**config.mk**
```make
export PLATFORM = sky130hd
export DESIGN_NAME = tbr_queue
export DESIGN_NICKNAME = d
export VERILOG_FILES = /design/src/rtl/tbr_pkg.sv /design/src/rtl/tbr_queue.sv
export SDC_FILE = /design/constraint.sdc
export NUM_CORES = 1
export LEC_CHECK = 0
export ABC_AREA = 1
export BUFFER_PORTS_ARGS = -buffer_cell sky130_fd_sc_hd__buf_2
export CAP_MARGIN = 0
export CORE_MARGIN = 5
export CORE_UTILIZATION = 42
export DETAILED_ROUTE_END_ITERATION = 10
export GPL_TIMING_DRIVEN = 1
export PLACE_DENSITY = 0.58
export SLEW_MARGIN = 20
export SYNTH_ARGS = -nofsm -noshare
export SYNTH_HDL_FRONTEND = slang
export SYNTH_SLANG_ARGS = --single-unit
```
**constraint.sdc**
```tcl
create_clock -name clk -period 7.15 [get_ports clk]
set_input_delay 1.0725 -clock clk [delete_from_list [all_inputs] [get_ports clk]]
set_output_delay 1.0725 -clock clk [all_outputs]
set_load 0.005 [all_outputs]
```
**src/rtl/tbr_pkg.sv**
```systemverilog
// ----------------------------------------------------------------------------
// tbr_pkg
// Shared types, constants and the arctangent table for the bearing/range unit.
// ----------------------------------------------------------------------------
`default_nettype none

package tbr_pkg;

	localparam int CORDIC_STAGES_DEF = 20;
	localparam int COORD_W = 24;
	localparam int DIFF_W  = 25;
	localparam int PRE_W   = 26;   // pre-rotated x/y, may hold the negated difference
	localparam int GUARD   = 6;
	localparam int ACC_W   = 34;   // CORDIC x, y and angle accumulators
	localparam int RANGE_W = 25;
	localparam int BEAR_W  = 19;
	localparam int IDX_W   = 2;

	localparam logic [IDX_W-1:0] REG_EMITTER_X = 2'd0;
	localparam logic [IDX_W-1:0] REG_EMITTER_Y = 2'd1;
	localparam logic [IDX_W-1:0] REG_EMITTER_Z = 2'd2;

	localparam logic [29:0] GAIN_Q30          = 30'd652032874;
	localparam logic signed [ACC_W-1:0] HALF_PI_Q30 = 34'sd1686629713;
	localparam logic [RANGE_W-1:0] MAX_RANGE  = 25'd23726566;
	localparam logic signed [BEAR_W-1:0] MAX_BEARING = 19'sd205887;

	typedef enum logic [1:0] {
		ROT_NONE  = 2'd0,
		ROT_PLUS  = 2'd1,
		ROT_MINUS = 2'd2
	} rot_t;

	typedef struct packed {
		logic signed [PRE_W-1:0]  x;
		logic signed [PRE_W-1:0]  y;
		rot_t                     rot;
		logic                     zero;
		logic signed [DIFF_W-1:0] dz;
	} entry_t;

	// Truncated atan(2^-i) in Q30.
	function automatic logic [31:0] atan_q30(input logic [4:0] i);
		logic [31:0] v;
		case (i)
			5'd0:  v = 32'd843314856;
			5'd1:  v = 32'd497837829;
			5'd2:  v = 32'd263043836;
			5'd3:  v = 32'd133525158;
			5'd4:  v = 32'd67021686;
			5'd5:  v = 32'd33543515;
			5'd6:  v = 32'd16775850;
			5'd7:  v = 32'd8388437;
			5'd8:  v = 32'd4194282;
			5'd9:  v = 32'd2097149;
			5'd10: v = 32'd1048575;
			5'd11: v = 32'd524287;
			5'd12: v = 32'd262143;
			5'd13: v = 32'd131071;
			5'd14: v = 32'd65535;
			5'd15: v = 32'd32767;
			5'd16: v = 32'd16383;
			5'd17: v = 32'd8191;
			5'd18: v = 32'd4095;
			5'd19: v = 32'd2047;
			5'd20: v = 32'd1023;
			5'd21: v = 32'd511;
			5'd22: v = 32'd255;
			5'd23: v = 32'd127;
			5'd24: v = 32'd63;
			5'd25: v = 32'd31;
			5'd26: v = 32'd15;
			5'd27: v = 32'd7;
			5'd28: v = 32'd3;
			5'd29: v = 32'd1;
			default: v = 32'd0;
		endcase
		return v;
	endfunction

endpackage

`default_nettype wire

```
**src/rtl/tbr_queue.sv**
```systemverilog
// ----------------------------------------------------------------------------
// tbr_queue
// Small register queue between the front and the CORDIC pipeline.
// ----------------------------------------------------------------------------
`default_nettype none

module tbr_queue #(
	parameter int DEPTH = 4
) (
	input  wire logic            clk,
	input  wire logic            arst_n,
	input  wire logic            push,
	input  wire tbr_pkg::entry_t wr_entry,
	output logic                 full,
	input  wire logic            pop,
	output logic                 not_empty,
	output tbr_pkg::entry_t      rd_entry
);

	localparam int PTR_W = (DEPTH > 1) ? $clog2(DEPTH) : 1;
	localparam int CNT_W = $clog2(DEPTH + 1);

	tbr_pkg::entry_t   mem_q [DEPTH];
	logic [PTR_W-1:0]  wr_ptr_q, rd_ptr_q;
	logic [CNT_W-1:0]  count_q;

	assign full      = (count_q == CNT_W'(DEPTH));
	assign not_empty = (count_q != '0);
	assign rd_entry  = mem_q[rd_ptr_q];

	always_ff @(posedge clk) begin
		if (push) begin
			mem_q[wr_ptr_q] <= wr_entry;
		end
	end

	always_ff @(posedge clk or negedge arst_n) begin
		if (!arst_n) begin
			wr_ptr_q <= '0;
			rd_ptr_q <= '0;
			count_q  <= '0;
		end else begin
			if (push) begin
				wr_ptr_q <= (wr_ptr_q == PTR_W'(DEPTH - 1)) ? '0 : wr_ptr_q + 1'b1;
			end
			if (pop) begin
				rd_ptr_q <= (rd_ptr_q == PTR_W'(DEPTH - 1)) ? '0 : rd_ptr_q + 1'b1;
			end
			count_q <= count_q + CNT_W'(push) - CNT_W'(pop);
		end
	end

endmodule

`default_nettype wire

```
==> flow_summary.json <==
{
  "run_status": "complete, no violations",
  "netlist_instances": 1303,
  "hpwl_um": 17270,
  "cellPowerDensity_mw_per_mm2": 372.6,
  "clkTransAtPathRegs_ns": 0.06,
  "clock_path_buffers": 3,
  "syn-cell-area_mm2": 0.01497,
  "start_util_pct": 42.30,
  "hold_buffers": 0,
  "crit_type": "flip-flop to output pin",
  "min_period_over_period_pct": 67.45,
  "startpoint_type": "flip-flop",
  "vias": 8700,
  "slew_viol_final": 0,
  "syn-num-nets": 1395,
  "dr.pass1.iters": 5,
  "holdWs_ns": 0.4075,
  "worst_pin_slew_ns": 0.9878,
  "clk_latency_ns": 0.50,
  "ys_seq_elements": 327,
  "groute.usage.overall_pct": 15.23,
  "wl_met3_um": 1411,
  "synth_top_cell_by_area": "edfxtp_1",
  "postRouteAntennaNets": 0,
  "p_leak_nw": 8.006,
  "yosys_warnings": 0,
  "layout_commonest_cell": "nand2_1",
  "final.setup.worst_slack_ns": 2.327,
  "gp_congestion": 0.6948,
  "finalSetupTns_ns": 0,
  "post_drt_wl_per_cell_um": 15.44,
  "pre_cts_slack_ns": 2.790,
  "core_mm2": 0.03540,
  "numCtsBuffers": 36,
  "top_layer": "met5",
  "fillCellCount": 3181,
  "reg2reg_setup_slack_ns": 4.60,
  "worstSetupEndpointType": "output pin",
  "vdd_drop_max_mv": 0.2193,
  "seq_area_mm2": 0.009792,
  "htreeDepth": 2,
  "drt-total-wl_um": 30030,
  "die_y_um": 198.8,
  "cts_resized": 0,
  "num_rows": 69,
  "yosys.area.top_type_share_pct": 64.18,
  "clock-sinks": 327,
  "multi_input_area_mm2": 0.003502,
  "finalNetCount": 1554,
  "drive_above_1_share_pct": 25.89,
  "synth.area.top_cells": "edfxtp_1, nand2_1, inv_1, nand2_4, nand3_2",
  "setup_viol": 0,
  "hold_viol": 0,
  "wl_met2_um": 15350,
  "clock_skew_ns": 0.007941,
  "cp_max_fo": 122,
  "wirelength_met1_um": 12700,
  "post_cts_buffers": 0,
  "cts-root-buf": "clkbuf_16",
  "syn2layout_area_growth_pct": 14.22,
  "drt_iter0_markers": 360,
  "die_w_um": 198.8,
  "drc": 0,
  "rsz0062_at_grt": "false",
  "seq_area_frac_synth_pct": 65.35,
  "first_global_vias": 8638,
  "arrival_ns": 3.75,
  "slew_headroom_pct": 34.15,
  "max_freq_mhz": 207.4,
  "io_pins": 166,
  "min_period_ns": 4.823,
  "avgSynthCellArea_um2": 11.49,
  "post_synth_num_cell_types": 20,
  "io_buffers": 165,
  "antenna_found_initial": 4,
  "viasPerCell": 4.473,
  "cp.required_ns": 6.08,
  "dieArea_mm2": 0.03953,
  "max_cap_violations": 0,
  "final_cell_mix": "nand2_1, inv_1, edfxtp_1",
  "grt_max_degree": 123,
  "hold_path.class": "primary input to async pin",
  "grt_overflow_total": 0,
  "cts_tree": "done",
  "grt_first_pass_wirelength_um": 47130
}
## through the flow
step                std cells  util [%]  area, um2  power, W
floorplan                1303         -      14970  0.004118
global placement         1885     45.30      16040  0.004760
detailed placement       1885     45.30      16040  0.004790
CTS                      1944     48.31      17100  0.006499
global route             1945     48.32      17100  0.006806
finish                   1945     48.32      17100  0.006372
## layer usage
layer | vias up | track usage, %
met3 | 48 | 2.947
met1 | 4118 | 19.37
met4 | 6 | 3.546
met5 | - | 0
li1 | 4373 | -
met2 | 155 | 27.06
## report_power, final
| part | switching [W] | leakage [nW] | internal (W) |
|---|---|---|---|
| Sequential | 0.000160 | 3.02 | 0.00246 |
| Combinational | 0.00134 | 4.47 | 0.000716 |
| Clock | 0.000684 | 0.520 | 0.00101 |
| Total | 0.00219 | 8.01 | 0.00418 |
## cells by family after synthesis
| group | after synthesis | synth area share (%) |
|---|---|---|
| AND/OR/NAND/NOR | 578 | 22.54 |
| flip-flops | 327 | 65.35 |
| AO/OA/AOI/OAI | 4 | 0.1336 |
| adder cells (fa/ha/maj) | 8 | 0.7186 |
| buffers and inverters | 386 | 11.26 |
## synthesized netlist by cell type
library cell  instances
nand3_1              82
nor2_1                2
fa_1                  1
inv_8                 1
buf_12                9
clkbuf_1              7
nor3_1                1
o21ai_0               1
nand2_1             333
inv_2                 2
buf_4                 8
ha_1                  7
buf_6                 3
nand3_2              80
nand2_4              80
edfxtp_1            320
dfrtp_1               7
buf_2                25
inv_1               331
o21ai_1               3
## cell type report
class | instances | area share, %
sequential | 327 | 57.25
antenna | 1 | 0.01463
timing repair buffer | 173 | 5.180
inverter | 334 | 7.477
clock inverter | 15 | 0.6584
clock buffer | 44 | 5.567
tap | 461 | 3.373
multi-input combinational | 590 | 20.48
## worst max-delay path: stages (launching register included)
cell and delay [ns]:
dfrtp_4 1.03, clkinv_8 0.94, buf_4 0.66, nand2_1 0.15, nand3_1 0.07, nand2_1 0.12, buf_2 0.12
## flip-flops by register name, indices dropped and copies added (netlist names)
signal and cells:
count_q 3, mem_q 320, rd_ptr_q 2, wr_ptr_q 2
## worst paths after layout
check,from,endpoint,depth (start not counted)
max in group asynchronous,arst_n,rd_ptr_q[1],1
min in group clk,count_q[2],count_q[2],3
hold / removal,arst_n,count_q[1],1
hold reg to reg,count_q[2],count_q[2],3
setup / recovery,rd_ptr_q[0],rd_entry[79],6
setup reg to reg,rd_ptr_q[0],rd_ptr_q[0],2
Note: power is estimated with default switching activity, not from simulation.
