**src/rtl/tbr_pkg.sv**
```systemverilog
// ----------------------------------------------------------------------------
// tbr_pkg
// Shared types, constants and the arctangent table for the bearing/range unit.
// ----------------------------------------------------------------------------
`default_nettype none

package tbr_pkg;

	localparam int CORDIC_STAGES_DEF = 20;
	localparam int COORD_W = 24;
	localparam int DIFF_W  = 25;
	localparam int PRE_W   = 26;   // pre-rotated x/y, may hold the negated difference
	localparam int GUARD   = 6;
	localparam int ACC_W   = 34;   // CORDIC x, y and angle accumulators
	localparam int RANGE_W = 25;
	localparam int BEAR_W  = 19;
	localparam int IDX_W   = 2;

	localparam logic [IDX_W-1:0] REG_EMITTER_X = 2'd0;
	localparam logic [IDX_W-1:0] REG_EMITTER_Y = 2'd1;
	localparam logic [IDX_W-1:0] REG_EMITTER_Z = 2'd2;

	localparam logic [29:0] GAIN_Q30          = 30'd652032874;
	localparam logic signed [ACC_W-1:0] HALF_PI_Q30 = 34'sd1686629713;
	localparam logic [RANGE_W-1:0] MAX_RANGE  = 25'd23726566;
	localparam logic signed [BEAR_W-1:0] MAX_BEARING = 19'sd205887;

	typedef enum logic [1:0] {
		ROT_NONE  = 2'd0,
		ROT_PLUS  = 2'd1,
		ROT_MINUS = 2'd2
	} rot_t;

	typedef struct packed {
		logic signed [PRE_W-1:0]  x;
		logic signed [PRE_W-1:0]  y;
		rot_t                     rot;
		logic                     zero;
		logic signed [DIFF_W-1:0] dz;
	} entry_t;

	// Truncated atan(2^-i) in Q30.
	function automatic logic [31:0] atan_q30(input logic [4:0] i);
		logic [31:0] v;
		case (i)
			5'd0:  v = 32'd843314856;
			5'd1:  v = 32'd497837829;
			5'd2:  v = 32'd263043836;
			5'd3:  v = 32'd133525158;
			5'd4:  v = 32'd67021686;
			5'd5:  v = 32'd33543515;
			5'd6:  v = 32'd16775850;
			5'd7:  v = 32'd8388437;
			5'd8:  v = 32'd4194282;
			5'd9:  v = 32'd2097149;
			5'd10: v = 32'd1048575;
			5'd11: v = 32'd524287;
			5'd12: v = 32'd262143;
			5'd13: v = 32'd131071;
			5'd14: v = 32'd65535;
			5'd15: v = 32'd32767;
			5'd16: v = 32'd16383;
			5'd17: v = 32'd8191;
			5'd18: v = 32'd4095;
			5'd19: v = 32'd2047;
			5'd20: v = 32'd1023;
			5'd21: v = 32'd511;
			5'd22: v = 32'd255;
			5'd23: v = 32'd127;
			5'd24: v = 32'd63;
			5'd25: v = 32'd31;
			5'd26: v = 32'd15;
			5'd27: v = 32'd7;
			5'd28: v = 32'd3;
			5'd29: v = 32'd1;
			default: v = 32'd0;
		endcase
		return v;
	endfunction

endpackage

`default_nettype wire

```
**src/rtl/tbr_front.sv**
```systemverilog
// ----------------------------------------------------------------------------
// tbr_front
// Emitter registers, coordinate differences and quadrant pre-rotation.
// ----------------------------------------------------------------------------
`default_nettype none

module tbr_front (
	input  wire logic                                clk,
	input  wire logic                                arst_n,
	input  wire logic                                cfg_wr_en,
	input  wire logic [tbr_pkg::IDX_W-1:0]           cfg_index,
	input  wire logic [tbr_pkg::COORD_W-1:0]         cfg_data,
	input  wire logic signed [tbr_pkg::COORD_W-1:0]  point_x,
	input  wire logic signed [tbr_pkg::COORD_W-1:0]  point_y,
	input  wire logic signed [tbr_pkg::COORD_W-1:0]  point_z,
	output tbr_pkg::entry_t                          entry
);

	localparam int DIFF_W = tbr_pkg::DIFF_W;
	localparam int PRE_W  = tbr_pkg::PRE_W;

	logic signed [tbr_pkg::COORD_W-1:0] emit_x_q, emit_y_q, emit_z_q;
	logic signed [tbr_pkg::DIFF_W-1:0]  dx, dy;

	always_ff @(posedge clk or negedge arst_n) begin
		if (!arst_n) begin
			emit_x_q <= '0;
			emit_y_q <= '0;
			emit_z_q <= '0;
		end else if (cfg_wr_en) begin
			unique case (cfg_index)
				tbr_pkg::REG_EMITTER_X: emit_x_q <= cfg_data;
				tbr_pkg::REG_EMITTER_Y: emit_y_q <= cfg_data;
				tbr_pkg::REG_EMITTER_Z: emit_z_q <= cfg_data;
				default: ;
			endcase
		end
	end

	assign dx = DIFF_W'(point_x) - DIFF_W'(emit_x_q);
	assign dy = DIFF_W'(point_y) - DIFF_W'(emit_y_q);

	// Rotate the left half plane by a quarter turn so the CORDIC converges.
	always_comb begin
		entry.dz   = DIFF_W'(point_z) - DIFF_W'(emit_z_q);
		entry.zero = (dx == '0) && (dy == '0);
		if (!dx[DIFF_W-1]) begin
			entry.x   = PRE_W'(dx);
			entry.y   = PRE_W'(dy);
			entry.rot = tbr_pkg::ROT_NONE;
		end else if (!dy[DIFF_W-1]) begin
			entry.x   = PRE_W'(dy);
			entry.y   = -PRE_W'(dx);
			entry.rot = tbr_pkg::ROT_PLUS;
		end else begin
			entry.x   = -PRE_W'(dy);
			entry.y   = PRE_W'(dx);
			entry.rot = tbr_pkg::ROT_MINUS;
		end
	end

endmodule

`default_nettype wire

```
**config.mk**
```make
export PLATFORM = sky130hd
export DESIGN_NAME = tbr_front
export DESIGN_NICKNAME = d
export VERILOG_FILES = /design/src/rtl/tbr_pkg.sv /design/src/rtl/tbr_front.sv
export SDC_FILE = /design/constraint.sdc
export NUM_CORES = 1
export LEC_CHECK = 0
export ABC_AREA = 1
export BUFFER_PORTS_ARGS = -buffer_cell sky130_fd_sc_hd__buf_4
export CORE_ASPECT_RATIO = 1.4
export CORE_UTILIZATION = 37
export DETAILED_ROUTE_END_ITERATION = 16
export MAX_ROUTING_LAYER = met4
export PLACE_DENSITY = 0.57
export SETUP_SLACK_MARGIN = 0.1
export SLEW_MARGIN = 20
export SYNTH_ARGS = -nofsm -noshare
export SYNTH_HDL_FRONTEND = slang
export SYNTH_SLANG_ARGS = --single-unit
export TNS_END_PERCENT = 10
```
**constraint.sdc**
```tcl
create_clock -name clk -period 4.9 [get_ports clk]
set_clock_uncertainty 0.1 [all_clocks]
set_input_delay 0.245 -clock clk [delete_from_list [all_inputs] [get_ports clk]]
set_output_delay 0.245 -clock clk [all_outputs]
set_load 0.01 [all_outputs]
```
==> metrics <==
most frequent cells in the layout=nand2_1, inv_1, buf_4; later-pin clock latency in the skew report=around 340 ps; final max-slew violation count=0; CTS tree=done; Yosys top cell by area=nand2_1; PwrDens=~410 nW/um^2; routability cong.=between 1 and 1.5; Max Cap Viol=0; RSZ-0062 raised after global routing=false; Die ar.=~26000 sq um; share of layout cells above drive strength 1=between 15 and 20%; Sinks on Clock Net=72; max_slew headroom=about 36%; CP Capture Type=output pin; core box area=~25000 sq um; Die H=191 um; Cell variety after synth=45; synth top area cells=nand2_1, dfrtp_1, inv_1, ha_1, o21ai_0; synth-to-layout area growth=20.0%; syn_nets=1768; total setup buffers inserted after CTS=0; Syn Area/Cell=roughly 5.9 sq um; CP Class=reg -> out; Seq/Total Area, Yosys=around a fifth; post-layout min period=3980 ps; DR vias=about 10000; number of cell rows=68; Fin. Hold Viols=0; Routed WL per cell=between 15 and 20 um; Routed Antenna Nets=0; largest net degree at the start of global routing=76; critical path startpoint=emit_y_q[0]; DRC viols=0; final worst-path cycle share=between 80% and 90%; Total Power=between 0.004 and 0.005 W; FF+latch count, synth=72; initial cell density of the core=about 38%; H-tree Lvls=3; nets=~1900; clk slew on worst S/H paths=~60 ps; commonest non-fill, non-tap cell in the layout=nand2_1; post-route setup TNS=0 ps; vias per cell=around 5; Final HPWL DP=~29000 um; worst hold start=cfg_data[4]; fill count=around 2800; Diodes inserted=0; first-pass GRT wire length=~53000 um; reg2reg start=emit_y_q[19]; setup violators final=0; clk root buf=clkbuf_16; actual slew at the worst max-slew pin=roughly 960 ps; run status=finished clean; PortBufs=roughly 180; Yosys warning count=0; crit path max fanout=46; critical path startpoint category=flop; IO Pins=181; Die Width=about 140 um; Leak=approximately 6.3 nW; Syn Inst Count=between 1500 and 2000; final WL=between 30000 and 40000 um; Worst Path Required=4550 ps; CP arrival=3630 ps; Worst Hold Class=in -> reg; Longest Clk Path Bufs=2; All-Layer GR Usage=between 20% and 30%; CTS Buf Count=9; initial antenna violation count=0; Mapped Area=around 9400 sq um; Cells after DPL=a little over 2000; top cell type's share of synthesized area=between 10% and 20%; number of global-route vias before repair=between 10000 and 15000; DRT Pass-1 Iters=5; GR Overflow Total=0; post-route insts no fill=just over 2000; DR iter-0 viols=approximately 500; fmax=between 0.2 and 0.3 GHz; Max IR drop VDD=between 0.2 and 0.25 mV
## worst max-delay path, stage by stage (launching register included)
cell and delay (ps):
dfrtp_1 380, ha_1 210, fa_1 440, inv_1 80, nand3_1 80, nand2_2 130, nand2_2 70, nand2_2 80
nand4_1 100, nand3_1 120, nand2_1 80, nand2_4 380, inv_2 340, nor2_1 420, nand2_1 90, o211ai_1 120
buf_4 160
## layer usage
| layer | share of wire [%] | routed length, um | global-route usage (%) | vias to the layer above |
|---|---|---|---|---|
| met4 | 3.2 | 1100 | 10.2 | 0 |
| met3 | 3.9 | 1350 | 3.38 | 55 |
| met5 | 0 | 0 | - | - |
| met1 | 41 | 14300 | 30.9 | 4638 |
| li1 | - | - | - | 5335 |
| met2 | 51 | 17700 | 50.6 | 258 |
## synthesized netlist by cell type, drive strengths merged
| cell type | instances |
|---|---|
| nand3b | 16 |
| o211ai | 2 |
| a21o | 1 |
| a211oi | 1 |
| conb | 1 |
| a31oi | 2 |
| and2 | 2 |
| a21oi | 69 |
| o31ai | 3 |
| dfrtp | 72 |
| inv | 295 |
| nand2 | 537 |
| nor2 | 114 |
| nor3 | 18 |
| a21boi | 3 |
| buf | 16 |
| or2 | 1 |
| o21a | 1 |
| clkbuf | 17 |
| nor4 | 2 |
| nand4 | 26 |
| nand3 | 114 |
| xor2 | 31 |
| ha | 74 |
| and3 | 1 |
| o21bai | 5 |
| fa | 3 |
| xnor2 | 13 |
| o21ai | 149 |
| clkinv | 1 |
## cells by family after synthesis
kind of cell,count (synthesis),share of synthesized area (%)
fa+ha+maj,77,10.5
flops,72,19.1
compound gates,236,13.2
other cells,1,0.0398
simple gates,831,39.0
xor+xnor,44,4.09
buf+inv,329,14.0
## path summary, 6_finish.rpt
kind / endpoint / slack, ps / cells after the start
min in group asynchronous: emit_y_q[8] / 480 / 2
worst max-delay path: entry[55] / 920 / 16
worst min register to register: emit_y_q[9] / 390 / 2
max in group asynchronous: emit_x_q[19] / 3570 / 2
worst min-delay path: emit_x_q[4] / 110 / 3
worst max register to register: emit_y_q[19] / 4090 / 2
## power by group
part           leakage, nW  switching [W]  internal, W
Combinational         5.23        0.00202      0.00121
Clock                0.149       0.000264     0.000423
Sequential           0.899      0.0000553     0.000690
Total                 6.27        0.00234      0.00232
## layout make-up
| class | count | area, sq um | area share, % |
|---|---|---|---|
| Multi-Input combinational cell | 1189 | 6290 | 55.7 |
| Inverter | 296 | 1110 | 9.83 |
| Clock inverter | 4 | 51.3 | 0.454 |
| Tap cell | 315 | 394 | 3.49 |
| Sequential cell | 72 | 1800 | 15.9 |
| Timing Repair Buffer | 185 | 1390 | 12.3 |
| Clock buffer | 12 | 256 | 2.27 |
## registers in the layout (all words and copies together), names as in the netlist
register and flops:
emit_z_q 24, emit_y_q 24, emit_x_q 24
## stage by stage
stage	setup WS (ps)	hold slack, ps	utilization, %	cell area (sq um)
floorplan	2190	-151	-	9420
global placement	1330	353	44.2	11000
detailed placement	1290	351	44.2	11000
CTS	919	106	45.5	11300
global route	586	126	45.5	11300
finish	923	115	45.5	11300
## what timing repair did
action | in CTS | in global routing
hold buffers | 1 | 0
endpoints found under the hold margin | 36 | 0
gates resized for setup | 0 | 0
(Power assumes the default switching activity.)
